$ cat src/design/mdet_mac.sv
// ----------------------------------------------------------------------------
// mdet_mac
// Shared multiply-accumulate unit: acc +/- src * coeff over ACC_W bits.
// One 32-bit limb of the minor times the element magnitude per cycle while
// en is high, with product and sum carries held between limbs.
// ----------------------------------------------------------------------------
module mdet_mac #(
	parameter int ACC_W = 160
) (
	input  logic               clk,
	input  logic               arst_n,
	input  logic               start,
	input  logic               en,
	input  logic               neg,
	input  logic signed [15:0] coeff,
	input  logic [ACC_W-1:0]   src,
	input  logic [ACC_W-1:0]   acc_in,
	output logic [ACC_W-1:0]   acc_out,
	output logic               last
);
	localparam int NL = ACC_W / 32;
	localparam int LW = $clog2(NL);

	logic [LW-1:0] limb_q;
	logic [15:0]   pcy_q;
	logic          cy_q;
	logic [15:0]   mag;
	logic          sub;
	logic [31:0]   src_l;
	logic [31:0]   acc_l;
	logic [47:0]   prod;
	logic [32:0]   sum;

	always_comb begin
		mag   = coeff[15] ? (~coeff + 16'd1) : coeff;
		sub   = coeff[15] ^ neg;
		src_l = src[32*limb_q +: 32];
		acc_l = acc_in[32*limb_q +: 32];
		prod  = {16'b0, src_l} * {32'b0, mag} + {32'b0, pcy_q};
		if (sub) begin
			sum = {1'b0, acc_l} - {1'b0, prod[31:0]} - {32'b0, cy_q};
		end else begin
			sum = {1'b0, acc_l} + {1'b0, prod[31:0]} + {32'b0, cy_q};
		end
		acc_out = acc_in;
		acc_out[32*limb_q +: 32] = sum[31:0];
		last = (limb_q == LW'(NL - 1));
	end

	always_ff @(posedge clk or negedge arst_n) begin
		if (!arst_n) begin
			limb_q <= '0;
			pcy_q  <= '0;
			cy_q   <= 1'b0;
		end else if (start) begin
			limb_q <= '0;
			pcy_q  <= '0;
			cy_q   <= 1'b0;
		end else if (en) begin
			limb_q <= last ? '0 : limb_q + 1'b1;
			pcy_q  <= prod[47:32];
			cy_q   <= sum[32];
		end
	end
endmodule

$ cat config.mk
export PLATFORM = sky130hd
export DESIGN_NAME = mdet_mac
export DESIGN_NICKNAME = d
export VERILOG_FILES = /design/src/design/mdet_mac.sv
export SDC_FILE = /design/constraint.sdc
export NUM_CORES = 2
export LEC_CHECK = 0
export ABC_AREA = 1
export BUFFER_PORTS_ARGS = -buffer_cell sky130_fd_sc_hd__buf_2
export CAP_MARGIN = 20
export CORE_MARGIN = 2
export CORE_UTILIZATION = 55
export DETAILED_ROUTE_END_ITERATION = 10
export PLACE_DENSITY_LB_ADDON = 0.15
export SETUP_SLACK_MARGIN = 0.05
export SLEW_MARGIN = 20
export SYNTH_ARGS = -nofsm -noshare
export SYNTH_HDL_FRONTEND = slang
export SYNTH_SLANG_ARGS = --single-unit
$ cat constraint.sdc
create_clock -name clk -period 14.6 [get_ports clk]
set_clock_uncertainty 0.2 [all_clocks]
set_input_delay 2.92 -clock clk [delete_from_list [all_inputs] [get_ports clk]]
set_output_delay 2.92 -clock clk [all_outputs]
set_load 0.05 [all_outputs]
# After elaboration in Yosys (flattened, before gate mapping)
# Index checks and enable logic that the tools add are counted.
[totals] register_bits=20 latchBits=0 mem_bits_rw=0 romBits=0 input_bits=341 output_inout_bits=161 mem_count=0
[op_classes] add_sub_neg=8 n_mul=1 div=0 n_lt_le_gt_ge=0 n_eq_ne=1 shifts=4 mux=10 n_bitwise=2 n_reduce_logical=1
[ops] operator="160-bit by 9-bit indexed part select with 32-bit output" n=2
[ops] operator="160-bit bitwise mux" n=1
[ops] operator="32-bit by 34-bit variable shift with 160-bit output (first input constant)" n=1
[ops] operator="32-bit by 34-bit indexed part select with 160-bit output" n=1
[ops] operator="48-bit by 16-bit adder with 48-bit output" n=1
[ops] operator="32-bit by 16-bit multiplier with 48-bit output" n=1
[ops] operator="16-bit two-way mux" n=3
[ops] operator="8-bit negator with 34-bit output" n=1
[ops] operator="32-bit by 32-bit adder with 33-bit output" n=1
[ops] operator="33-bit by 1-bit adder with 33-bit output" n=1
[ops] operator="33-bit two-way mux" n=1
[ops] operator="32-bit by 32-bit subtractor with 33-bit output" n=1
[ops] operator="33-bit by 1-bit subtractor with 33-bit output" n=1
[ops] operator="16-bit by 1-bit adder with 16-bit output (second input constant)" n=1
[ops] operator="16-bit NOT" n=1
[ops] operator="3-bit two-way mux" n=3
[ops] operator="3-bit by 1-bit adder with 3-bit output (second input constant)" n=1
[ops] operator="3-bit equality test (second input constant)" n=1
[ops] operator="1-bit two-way mux" n=2
[ops] operator="2-bit nonzero test" n=1
[ops] operator="1-bit bitwise XOR" n=1

# Longest topological paths before layout
[logic_depth] depth_word=10 ltp_mapped=49 mapped_depth_nobuf=47

# Worst setup path after synthesis
# OpenSTA, ideal clock, no wires.
[synth_timing] path_kind="input port to output port" from="input coeff[0]" to="output acc_out[157]" arrival_ps=11358 required_time_ps=11480 slack_ps=122 cell_stages=40 cell_sequence="inv_1 > clkbuf_1 > ha_1 > inv_1 > nor3_1 > inv_1 > nor3_1 > a21oi_1 > xor2_1 > clkbuf_1 > nand2_1 > fa_1 > inv_1 > fa_1 > inv_1 > fa_1 > inv_1 > fa_1 > [4 not listed] > ha_1 > nand2_1 > nor2_1 > nand2_1 > nor3_1 > a21oi_1 > xnor2_1 > ha_1 > ha_1 > a21oi_1 > inv_1 > a31oi_1 > a21boi_0 > o21a_1 > nand3_1 > nand3_2 > nand2_2 > a21oi_1"
[synth_between] elab_chain_len=10
[synth_lines] item="start, declared" line="15" source="input logic signed [15:0] coeff,"
[synth_lines] item="16-bit NOT" line="35" source="mag = coeff[15] ? (~coeff + 16'd1) : coeff;"
[synth_lines] item="16-bit by 1-bit adder with 16-bit output" line="35"
[synth_lines] item="16-bit two-way mux (*)" line="35"
[synth_lines] item="32-bit by 16-bit multiplier with 48-bit output (*)" line="39" source="prod = {16'b0, src_l} * {32'b0, mag} + {32'b0, pcy_q};"
[synth_lines] item="48-bit by 16-bit adder with 48-bit output (*)" line="39"
[synth_lines] item="32-bit by 32-bit adder with 33-bit output / 32-bit by 32-bit subtractor with 33-bit output (equally long branches)" line="43, 41"
[synth_lines] item="33-bit by 1-bit adder with 33-bit output / 33-bit by 1-bit subtractor with 33-bit output (equally long branches)" line="43, 41"
[synth_lines] item="33-bit two-way mux (*)" line="40" source="if (sub) begin"
[synth_lines] item="32-bit by 34-bit indexed part select with 160-bit output (*)" line="46" source="acc_out[32*limb_q +: 32] = sum[31:0];"
[synth_lines] item="160-bit bitwise mux (*)" line="46"
[synth_lines] item="end, declared" line="18" source="output logic [ACC_W-1:0] acc_out,"
# Every way passes the cells marked *; elsewhere a longest branch is shown, timed or not.

# Worst setup path in the final report
[layout_timing] from="input coeff[0]" to="output acc_out[62]"
# The elaborated chain is that of the path after synthesis.

==> flow_metrics.tcl <==
set metrics [dict create \
    status "finished clean" \
    core.rowCount 82 \
    ctsRootBufferMaster "clkbuf_16" \
    drt_pass1_iterations 8 \
    syn_nets 5275 \
    async_flop_share_pct 100 \
    grt_max_degree 80 \
    die_w_um 230 \
    coreArea_sq_um 50200 \
    synth-edff-count 0 \
    cts_buffers 3 \
    netlist_instances 4259 \
    grt_pass1_wl_um 196000 \
    rsz0062_at_grt "yes" \
    ant_nets 0 \
    relSlewSlack_pct 23.2 \
    ys_ff_latch 20 \
    critPathSlowestCell "fa_1" \
    synth_top_area_share_pct 31.3 \
    ys.flop_type "dfrtp_1" \
    drt_iter0_markers 4736 \
    hp-class "register to register" \
    instances_no_fill 5763 \
    period_needed_ns 14.53 \
    start_kind "input port" \
    wirelength_um 138000 \
    drcViolationCount 0 \
    vias_per_cell 5.96 \
    worstPathMaxFanout 6 \
    n_fill_cell 3860 \
    yosysWarnings 0 \
    synth_cell_type_count 57 \
    io_pins 502 \
    path_clk_slew_ns 0.10 \
    dp.final_hpwl_um 113000 \
    htreeDepth 1 \
    synth_most_common_cell "nand2_1" \
    die_h_um 230 \
    antenna_found_initial 26 \
    clock-sinks 20 \
    dp.cells 5695 \
    fin_crit_sh_pct 99.5 \
    synth_area_sq_um 28000 \
    die_area_sq_um 52700 \
    arrival_ns 11.41 \
    drv_slew 0 \
    clock.fmax_mhz 68.8 \
    nNetsFinal 6097 \
    synth_area_leaders "fa_1, nand2_1, inv_1" \
    gp_congestion 1.17 \
    avgRoutedWirePerCell_um 24.0 \
    maxCapViolCount 0 \
    overflow 0 \
    clk_latency_ns 0.30 \
    drive_gt1_share_pct 27.4 \
    path_class "input port to output port" \
    synthTopCellsByCount "nand2_1, inv_1, fa_1" \
    crit_required_ns 11.48 \
    worst_pin_slew_ns 1.15 \
    cts_buffer_depth 2 \
    synth_area_per_cell_sq_um 6.57 \
    start_util_pct 55.8 \
    num_vias 34300 \
    grt_pass1_vias 32700 \
    numPortBuffers 501 \
    synth_top_cell_by_area "fa_1" \
    area_growth_pct 32.2 \
    cp-end-kind "output port" \
    yosysSeqAreaShare_pct 1.79 \
    hold_violations 0 \
    critPathMaxStageDelay_ns 0.50 \
    grtUsageTotal_pct 49.8 \
    cts_tree "yes" \
    setup_viol 0 \
]
-- worst max-delay path, delay by kind of cell --
kind | cells | cell delay [ns]
AOI/OAI and AO/OA | 5 | 0.75
adders and majority gates | 10 | 3.89
and+or+nand+nor | 13 | 1.57
buffers and inverters | 18 | 1.92
xor gates and xnor gates | 2 | 0.31
-- final timing paths --
| kind | slack [ns] | cells after the start | to | startpoint |
|---|---|---|---|---|
| max | 0.07 | 48 | acc_out[62] | coeff[0] |
| min | 0.39 | 2 | cy_q | cy_q |
| max reg2reg | 4.18 | 36 | cy_q | limb_q[1] |
| min reg2reg | 0.39 | 2 | cy_q | cy_q |
| max in group asynchronous | 11.24 | 1 | limb_q[0] | arst_n |
| min in group asynchronous | 2.45 | 1 | pcy_q[9] | arst_n |
-- sequential cells by signal, indices dropped and copies added (netlist names) --
register and flops:
pcy_q 16, limb_q 3, cy_q 1
-- metal layers --
layer | global-route usage [%] | vias up | routed length, um
met5 | 0 | - | 163
met3 | 21.0 | 817 | 20900
li1 | - | 14700 | -
met4 | 34.3 | 26 | 12900
met2 | 73.3 | 2784 | 58000
met1 | 58.7 | 16000 | 46500
-- cell usage in the layout (no fill, tap or decap), drive strengths merged, types with 8 or more instances in the layout --
cell type  count
a21o          24
a21oi        235
a31oi         23
a32o          33
buf          970
clkbuf        13
dfrtp         20
diode         11
fa           438
ha           237
inv          990
nand2       1077
nand3        137
nand4         29
nor2         363
nor3          31
nor4           8
o21a          28
o21ai        238
o21bai        17
o22ai         64
or2           16
xnor2         20
xor2          27
-- cell families (layout without fill, tap and decap cells) --
logic type | count (synthesis) | after routing | synth area share, %
xor+xnor | 47 | 47 | 1.50
other cells | 0 | 11 | 0
compound gates | 689 | 689 | 14.6
fa+ha+maj | 675 | 675 | 41.9
simple gates | 1670 | 1670 | 24.2
buf+inv | 1158 | 1979 | 15.9
flops | 20 | 20 | 1.79
-- timing repair --
item                       4_1_cts  5_1_grt
hold buffers                     0        0
pin swaps                       29       96
buffers inserted                20       34
setup endpoints to repair       71       98
gates resized for setup        140      402
-- layout make-up --
| type | instances | area [sq um] | share of cell area [%] |
|---|---|---|---|
| Antenna cell | 11 | 27.5 | 0.0744 |
| Clock inverter | 1 | 30.0 | 0.0812 |
| Inverter | 995 | 3750 | 10.1 |
| Multi-Input combinational cell | 3081 | 25000 | 67.6 |
| Timing Repair Buffer | 980 | 6770 | 18.3 |
| Tap cell | 672 | 841 | 2.27 |
| Sequential cell | 20 | 505 | 1.37 |
| Clock buffer | 3 | 75.1 | 0.203 |
-- per-stage QoR --
stage | setup TNS, ns | cell area [sq um] | utilization (%) | setup WS, ns | hold slack [ns]
final | 0 | 37000 | 73.7 | 0.0711 | 0.390
after global routing | -3.25 | 37000 | 73.7 | -0.203 | 0.410
after CTS | 0 | 35100 | 70.0 | 0.0215 | 0.388
after detailed placement | -15.13 | 34300 | 68.3 | -0.524 | 0.365
after global placement | -7.67 | 34300 | 68.3 | -0.480 | 0.350
after floorplan | 0 | 28000 | - | 0.122 | 0.253
Power is not shown: default switching activity piles up to over one toggle a cycle in this logic, so the estimate is an artifact.
