`src/design/mdet_ram.sv`:
```
// ----------------------------------------------------------------------------
// mdet_ram
// Generic single-write, single-read RAM with registered read data.
// ----------------------------------------------------------------------------
module mdet_ram #(
	parameter int WIDTH = 16,
	parameter int DEPTH = 64
) (
	input  logic                     clk,
	input  logic                     we,
	input  logic [$clog2(DEPTH)-1:0] waddr,
	input  logic [WIDTH-1:0]         wdata,
	input  logic [$clog2(DEPTH)-1:0] raddr,
	output logic [WIDTH-1:0]         rdata
);
	logic [WIDTH-1:0] mem [DEPTH];

	always_ff @(posedge clk) begin
		if (we) begin
			mem[waddr] <= wdata;
		end
		rdata <= mem[raddr];
	end
endmodule

```
`config.mk`:
```
export PLATFORM = sky130hd
export DESIGN_NAME = mdet_ram
export DESIGN_NICKNAME = d
export VERILOG_FILES = /design/src/design/mdet_ram.sv
export SDC_FILE = /design/constraint.sdc
export NUM_CORES = 1
export LEC_CHECK = 0
export BUFFER_PORTS_ARGS = -buffer_cell sky130_fd_sc_hd__buf_2
export CAP_MARGIN = 25
export CORE_MARGIN = 2
export CORE_UTILIZATION = 40
export CTS_BUF_LIST = sky130_fd_sc_hd__clkbuf_16
export DETAILED_ROUTE_END_ITERATION = 10
export GPL_TIMING_DRIVEN = 0
export SLEW_MARGIN = 10
export SYNTH_ARGS = -nofsm -noshare
export SYNTH_HDL_FRONTEND = slang
export SYNTH_SLANG_ARGS = --single-unit
```
`constraint.sdc`:
```
create_clock -name clk -period 3.6 [get_ports clk]
set_input_delay 0.72 -clock clk [delete_from_list [all_inputs] [get_ports clk]]
set_output_delay 0.72 -clock clk [all_outputs]
set_load 0.1 [all_outputs]
```
# Yosys cells after proc, flatten, opt, wreduce, memory -nomap -nowiden
# Memories as Yosys holds them, arrays and structs flattened. A register that Yosys moved wholly into a read port is not among the register bits.
# Index checks and enable logic that the tools add are counted.
# classes
mux	2
# op_table
operator	n
$mux 1	2
# word_totals
n_memories	1
input_bits	30
wordCells	3
output_inout_bits	16
ramBits	1024
ff_bits	0
# mem_list
memory	words	word_bits	read_ports	rd_clocked_by_memory_dff	wr	line	text
mem	64	16	1	1	1	16	logic [WIDTH-1:0] mem [DEPTH];

# Depth between registers and ports, before layout
# Gate-level depths: netlist (run 1).
# logic_depth
word_depth	2
mapped_depth	10
depth_no_buf	5

# Worst setup path after synthesis (run 1)
# Ideal clock, no wire load.
# synth_path
kind	input-to-reg
from	input port waddr[3]
to	memory mem[48][0] (enable)
arrival_time_ns	2.346
path_buffers	1
required_time_ns	3.191
slack_ns	0.845
cell_stages	4
cell_sequence	clkbuf_1 nor2b_1 nand4b_1 nor3_1
# synth_lines
item	line	text
start: declaration	11	input logic [$clog2(DEPTH)-1:0] waddr,
end: declaration	16	
# Straight into the memory's write port.

==> out/results.ini, run 1 <==
[sta]
maxClockFrequency_mhz = 323
finalHoldViolCount = 0
setup_repair_after_global_routing_missed_its_margin = false
finalHoldWorstSlack_ps = 512
fin_crit_ps = 3090
finalSetupViolations = 0
clock-skew-final_ps = 17.5
report.final.slew_viol_count = 0
worstMarginPinSlew_ps = 1070
slew-limit-headroom_pct = 28.7
final_min_period_over_clock_period_pct = 85.9

[clocking]
cts_buffers = 106
clk_pin_slew_worst_paths_ps = 60
worstSkewPairLatency_ps = 660
clockRootBuffer = sky130_fd_sc_hd__clkbuf_16
cts_tree = yes
cts_htree_levels = 3
cts-root-to-sink-buffers = 3
post-cts-setup-buffers = 0
ctsHoldBuffers = 0
cts_sinks = 1040
number_of_cells_upsized_or_downsized_after_cts = 0

[detailed_routing]
final_routed_drc_violation_total = 0
route.final.wire_length_mm = 103
detail_route.iter0.violations = 2548
drt_pass1_iterations = 5
vias = 19700
via_per_inst = 5.73
drt-wirelength-per-cell_um = 30.0
postRouteAntennaNets = 0

[min_path]
worst_hold_startpoint = wdata[2]
worst_hold_path_cell_count = 1
hold-path-endpoint = mem[13][2]
kind_of_path_behind_the_tightest_hold_check = in -> reg

[synthesis]
avgSynthCellArea_sq_um = 21.9
synth-warning-count = 0
mappedNetlistArea_sq_um = 40000
yosys_most_used_dff = sky130_fd_sc_hd__edfxtp_1
synth_fp_nets = 1859
ys_seq_area_share_pct = 77.6
synth_edf_count = 1024
synth_cell_types = 43
yosys_register_bits = 1040
syn-instance-count = 1829
netlist_top_cells_area = sky130_fd_sc_hd__edfxtp_1 77%, sky130_fd_sc_hd__mux4_2 12%, sky130_fd_sc_hd__mux2i_1 2.1%
synthArstFlopShare_pct = 0
netlist.top_cell.by_area = sky130_fd_sc_hd__edfxtp_1
synth.top_cell.area_share_pct = 76.8

[worst_setup_path]
crit_fanout = 10
reg_to_reg_setup_timing_slack_ps = 1050
path_class = in -> reg
ff2ff_path_depth = 5
cp_data_required_time_ps = 4080
startpoint_type = input port
end_kind = flop
crit-reg2reg-capture = rdata[0]
reg2reg_from = mem[23][0]
cp_data_arrival_time_ps = 3570

[power]
worst_ir_drop_vdd_mv = 0.330
pwr_density_cell_nw_per_um2 = 557
static_power_due_to_leakage_nw = 14.8

[floorplanning]
die_w_um = 320
std_cell_rows = 116
num_io_pins = 46
die_h_um = 320
design.die.area_sq_um = 103000
initial_utilization_pct = 40.2
design.core.area_sq_um = 99700

[global_route]
globalRouteTotalUtil_pct = 20.2
grt_first_pass_wirelength_mm = 147
grt_start_max_net_pins = 65
initial_antenna_violation_count = 8
via_count_of_the_first_global_routing_pass = 20300
globalRouteOverflowTotal = 0

[cells_and_area]
final_nets = 2080
fillers = 8135
final_cell_mix = 1024 x sky130_fd_sc_hd__edfxtp_1, 220 x sky130_fd_sc_hd__mux4_2, 109 x sky130_fd_sc_hd__clkbuf_16, 85 x sky130_fd_sc_hd__mux2i_1, 71 x sky130_fd_sc_hd__buf_2
post_route_cells_drive_above_1_share_pct = 30.9
area_growth_syn_to_layout_pct = 16.5
final-instance-count-excl-fill = 3436
final_common_cell = sky130_fd_sc_hd__edfxtp_1

[job]
cap_viol_max_count = 0

[placed_design]
dp_cells = 3240
finalWeightedCongestion = 0.870
dp_hpwl_mm = 70.4
io_buffers = 38

[outcome]
status = completed

## cell families after synthesis
family	count (synthesis)	synth area share (%)
AND/OR/NAND/NOR	220	2.65
flip-flops	1040	77.6
buffers and inverters	104	1.83
AO/OA/AOI/OAI	129	2.41
multiplexers	336	15.5
## state kept, by name, indices dropped and copies added, names as in the netlist
signal and count:
rdata 16, mem 1024
## where the power goes
group	total (mW)	internal (mW)	leakage, nW	switching, mW
Sequential	13.4	13.4	9.35	0.0246
Clock	11.0	6.46	1.77	4.50
Combinational	1.58	0.496	3.71	1.08
## area by class of cell
type | instances | area (sq um) | area share (%)
clock inverter | 84 | 748 | 1.60
tap | 1298 | 1620 | 3.48
antenna | 3 | 7.51 | 0.0161
multi-input combinational | 685 | 8400 | 18.0
timing repair buffer | 113 | 1330 | 2.85
sequential | 1040 | 31100 | 66.6
buffer | 104 | 733 | 1.57
clock buffer | 109 | 2730 | 5.85
## cells in the mapped netlist (all sizes together), types with 2 or more instances
master and instances:
a311oi 8, mux2i 85, and2 2, nand2 60, a22o 6, a41oi 5, nor2b 30, nand2b 3
a31oi 8, nand4 12, edfxtp 1024, a221o 6, a211oi 8, a21oi 17, a22oi 39, nor3 2
nor4 3, o21ai 8, nor2 74, a211o 8, mux4 224, mux2 27, clkbuf 27, nand3 24
nand3b 2, dfxtp 16, and4 5, a221oi 16, buf 77
## critical path: stages
cell	delay, ps
sky130_fd_sc_hd__buf_2	260
sky130_fd_sc_hd__buf_4	240
sky130_fd_sc_hd__buf_2	470
sky130_fd_sc_hd__mux4_2	390
sky130_fd_sc_hd__mux2i_1	510
sky130_fd_sc_hd__a22oi_1	190
sky130_fd_sc_hd__a31oi_1	550
sky130_fd_sc_hd__a311oi_1	200
## routing by layer
layer	up-vias	global-route usage (%)	share of wire, %
met5	-	0	0
met4	0	6.91	3.5
met3	171	3.39	7.3
met2	839	32.5	48
met1	10500	28.1	41
li1	8151	-	-
## per-stage QoR
stage | setup TNS [ps] | worst slack (ps) | util [%] | power [mW] | cell area [sq um]
2_1_floorplan | 0 | 845 | - | 14.6 | 40000
4_1_cts | 0 | 658 | 46.8 | 26.1 | 46600
5_1_grt | 0 | 556 | 46.8 | 26.7 | 46600
3_3_place_gp | -51020 | -481 | 42.0 | 15.2 | 41900
6_report | 0 | 508 | 46.8 | 26.0 | 46600
3_5_place_dp | -96.7 | -42.2 | 43.3 | 15.3 | 43200
## worst max-delay path by stage
stage / startpoint / end / slack, ps / cells past startpoint
final: raddr[2] / rdata[3] / 510 / 8
after global routing: raddr[2] / rdata[1] / 560 / 8
after CTS: raddr[2] / rdata[3] / 660 / 8
after detailed placement: raddr[2] / rdata[15] / -40 / 7
after global placement: waddr[4] / mem[48][1] / -480 / 3
after floorplan: waddr[3] / mem[48][0] / 850 / 4
Note: power is estimated with default switching activity, not from simulation.
==> run 2, diff against run 1 <==
--- a/config.mk
+++ b/config.mk
@@ -5,7 +5,7 @@
 export SDC_FILE = /design/constraint.sdc
 export NUM_CORES = 1
 export LEC_CHECK = 0
-export BUFFER_PORTS_ARGS = -buffer_cell sky130_fd_sc_hd__buf_2
+export BUFFER_PORTS_ARGS = -buffer_cell sky130_fd_sc_hd__buf_4
 export CAP_MARGIN = 25
 export CORE_MARGIN = 2
 export CORE_UTILIZATION = 40
==> run 2 against run 1 <==
Clock skew grew 2.9 ps. Combinational power about the same. Final area is 0.50% lower. Critical endpoint is now rdata[9].
==> out/results.ini, run 2 (synthesis results as in run 1) <==
[cells_and_area]
area_occupied_by_registers_sq_um = 31100
reg.largest.list = mem: 1024 flops, rdata: 16 flops
largest_register_ffs = 1024
final_nets = 2067
final_common_cell = sky130_fd_sc_hd__edfxtp_1
post_route_cells_drive_above_1_share_pct = 30.3
final_area_sq_um = 46400
top_register = mem
final_cell_mix = 1024 x sky130_fd_sc_hd__edfxtp_1, 220 x sky130_fd_sc_hd__mux4_2, 109 x sky130_fd_sc_hd__clkbuf_16, 85 x sky130_fd_sc_hd__mux2i_1, 64 x sky130_fd_sc_hd__nor2_2
area_growth_syn_to_layout_pct = 15.9
fillers = 8112
area_of_the_multi_input_gates_sq_um = 8400

[worst_setup_path]
slowest_delay_ps = 700
startpoint_type = input port
cp_data_arrival_time_ps = 3540
cp_data_required_time_ps = 4100
end_kind = flop
ff2ff_path_depth = 5
critical-path-top-cell-by-count = sky130_fd_sc_hd__buf_2
worstPathBufferInverterCount = 3
crit_chain = buf_2 > buf_4 > buf_2 > mux4_2 > mux2i_1 > a22oi_1 > a31oi_1 > a311oi_1
critical_path_cell_with_the_highest_stage_delay = sky130_fd_sc_hd__a31oi_1
crit_family = compound AO/OA/AOI/OAI gates
crit_fanout = 11
path_class = in -> reg
worstSetupPathDepth = 8

[power]
worst_ir_drop_vdd_mv = 0.402
static_power_due_to_leakage_nw = 14.7
pwr_density_cell_nw_per_um2 = 553

[clocking]
number_of_cells_upsized_or_downsized_after_cts = 0
post-cts-setup-buffers = 0
ctsHoldBuffers = 0
cts_tree = yes
cts-root-to-sink-buffers = 3
clockRootBuffer = sky130_fd_sc_hd__clkbuf_16
worstSkewPairLatency_ps = 660
cts_sinks = 1040
clk_pin_slew_worst_paths_ps = 60
cts_buffers = 104
cts_htree_levels = 3

[sta]
worstMarginPinSlew_ps = 1030
finalHoldViolCount = 0
postLayoutSetupSlackWorst_ps = 567
setup_repair_after_global_routing_missed_its_margin = false
fin_crit_ps = 3030
maxClockFrequency_mhz = 330
finalHoldWorstSlack_ps = 628
clock-skew-final_ps = 20.4
finalSetupViolations = 0
final_min_period_over_clock_period_pct = 84.2
report.final.slew_viol_count = 0
slew-limit-headroom_pct = 31.1

[detailed_routing]
postRouteAntennaNets = 0
route.final.wire_length_mm = 102
via_per_inst = 5.74
vias = 19600
final_routed_drc_violation_total = 0
drt-wirelength-per-cell_um = 29.9
drt_pass1_iterations = 6
detail_route.iter0.violations = 2373

[floorplanning]
die_w_um = 320
std_cell_rows = 116
num_io_pins = 46
design.core.area_sq_um = 99700
initial_utilization_pct = 40.2
die_h_um = 320
design.die.area_sq_um = 103000

[global_route]
grt_start_max_net_pins = 65
gr-usage-met2_pct = 32.2
via_count_of_the_first_global_routing_pass = 19800
gr-max-usage-layer = met2
met1_usage_pct = 28.1
grt_util_met3_pct = 3.38
globalRouteOverflowTotal = 0
grt_first_pass_wirelength_mm = 146
globalRouteTotalUtil_pct = 20.1
initial_antenna_violation_count = 7

[placed_design]
finalWeightedCongestion = 0.873
io_buffers = 38
post_dp_cell_area_sq_um = 43000
place_worst_setup_slack_ps = -26.6
dp_hpwl_mm = 67.4

[min_path]
worst_hold_path_cell_count = 1
kind_of_path_behind_the_tightest_hold_check = in -> reg

[outcome]
status = completed

[job]
cap_viol_max_count = 0

## run 2: changes by cell type in the layout (fill, tap and decap cells not counted), moves of 2 or more
cell and delta:
sky130_fd_sc_hd__buf_12 -13, sky130_fd_sc_hd__buf_2 -35, sky130_fd_sc_hd__buf_4 +37, sky130_fd_sc_hd__buf_6 -4
sky130_fd_sc_hd__buf_8 +4, sky130_fd_sc_hd__bufinv_16 -3, sky130_fd_sc_hd__clkinv_1 -3, sky130_fd_sc_hd__clkinv_4 +2
sky130_fd_sc_hd__clkinvlp_4 -5, sky130_fd_sc_hd__inv_1 +7, sky130_fd_sc_hd__inv_6 +2
## run 2: worst paths after layout
check             slack, ps        from          end
setup / recovery        570    raddr[2]     rdata[9]
hold / removal          630   wdata[12]  mem[31][12]
setup reg to reg       1090  mem[22][0]     rdata[0]
hold reg to reg         900  mem[36][1]     rdata[1]
## run 2: layout make-up
class	instances	area share [%]
multi-input combinational	685	18.1
timing repair buffer	102	2.56
tap	1298	3.50
antenna	4	0.0216
buffer	104	1.58
clock buffer	109	5.88
clock inverter	82	1.41
sequential	1040	66.9
## run 2: per-layer routing
| layer | up-vias | wire length, um |
|---|---|---|
| li1 | 8107 | - |
| met1 | 10500 | 42200 |
| met2 | 866 | 48800 |
| met3 | 171 | 7860 |
| met4 | 4 | 3390 |
| met5 | - | 26 |
## run 2: worst register-to-register path: stages (launching register included)
cell and delay, ps:
sky130_fd_sc_hd__edfxtp_1 360, sky130_fd_sc_hd__mux4_2 490, sky130_fd_sc_hd__mux2i_1 520, sky130_fd_sc_hd__a22oi_1 200
sky130_fd_sc_hd__a31oi_1 640, sky130_fd_sc_hd__a311oi_1 140
## run 2: power by group
part	total (mW)	internal [mW]	switching (mW)
registers	13.4	13.4	0.0247
logic	1.56	0.489	1.07
clock network	10.7	6.23	4.45
## run 2: stage by stage
step           setup TNS, ps  util [%]  power, mW  std cells
6_report                   0      46.5       25.7       3424
3_3_place_gp          -44690      42.1       15.2       3165
2_1_floorplan              0         -       14.6       1829
5_1_grt                    0      46.5       26.4       3420
4_1_cts                    0      46.5       25.8       3418
3_5_place_dp           -47.7      43.1       15.3       3227
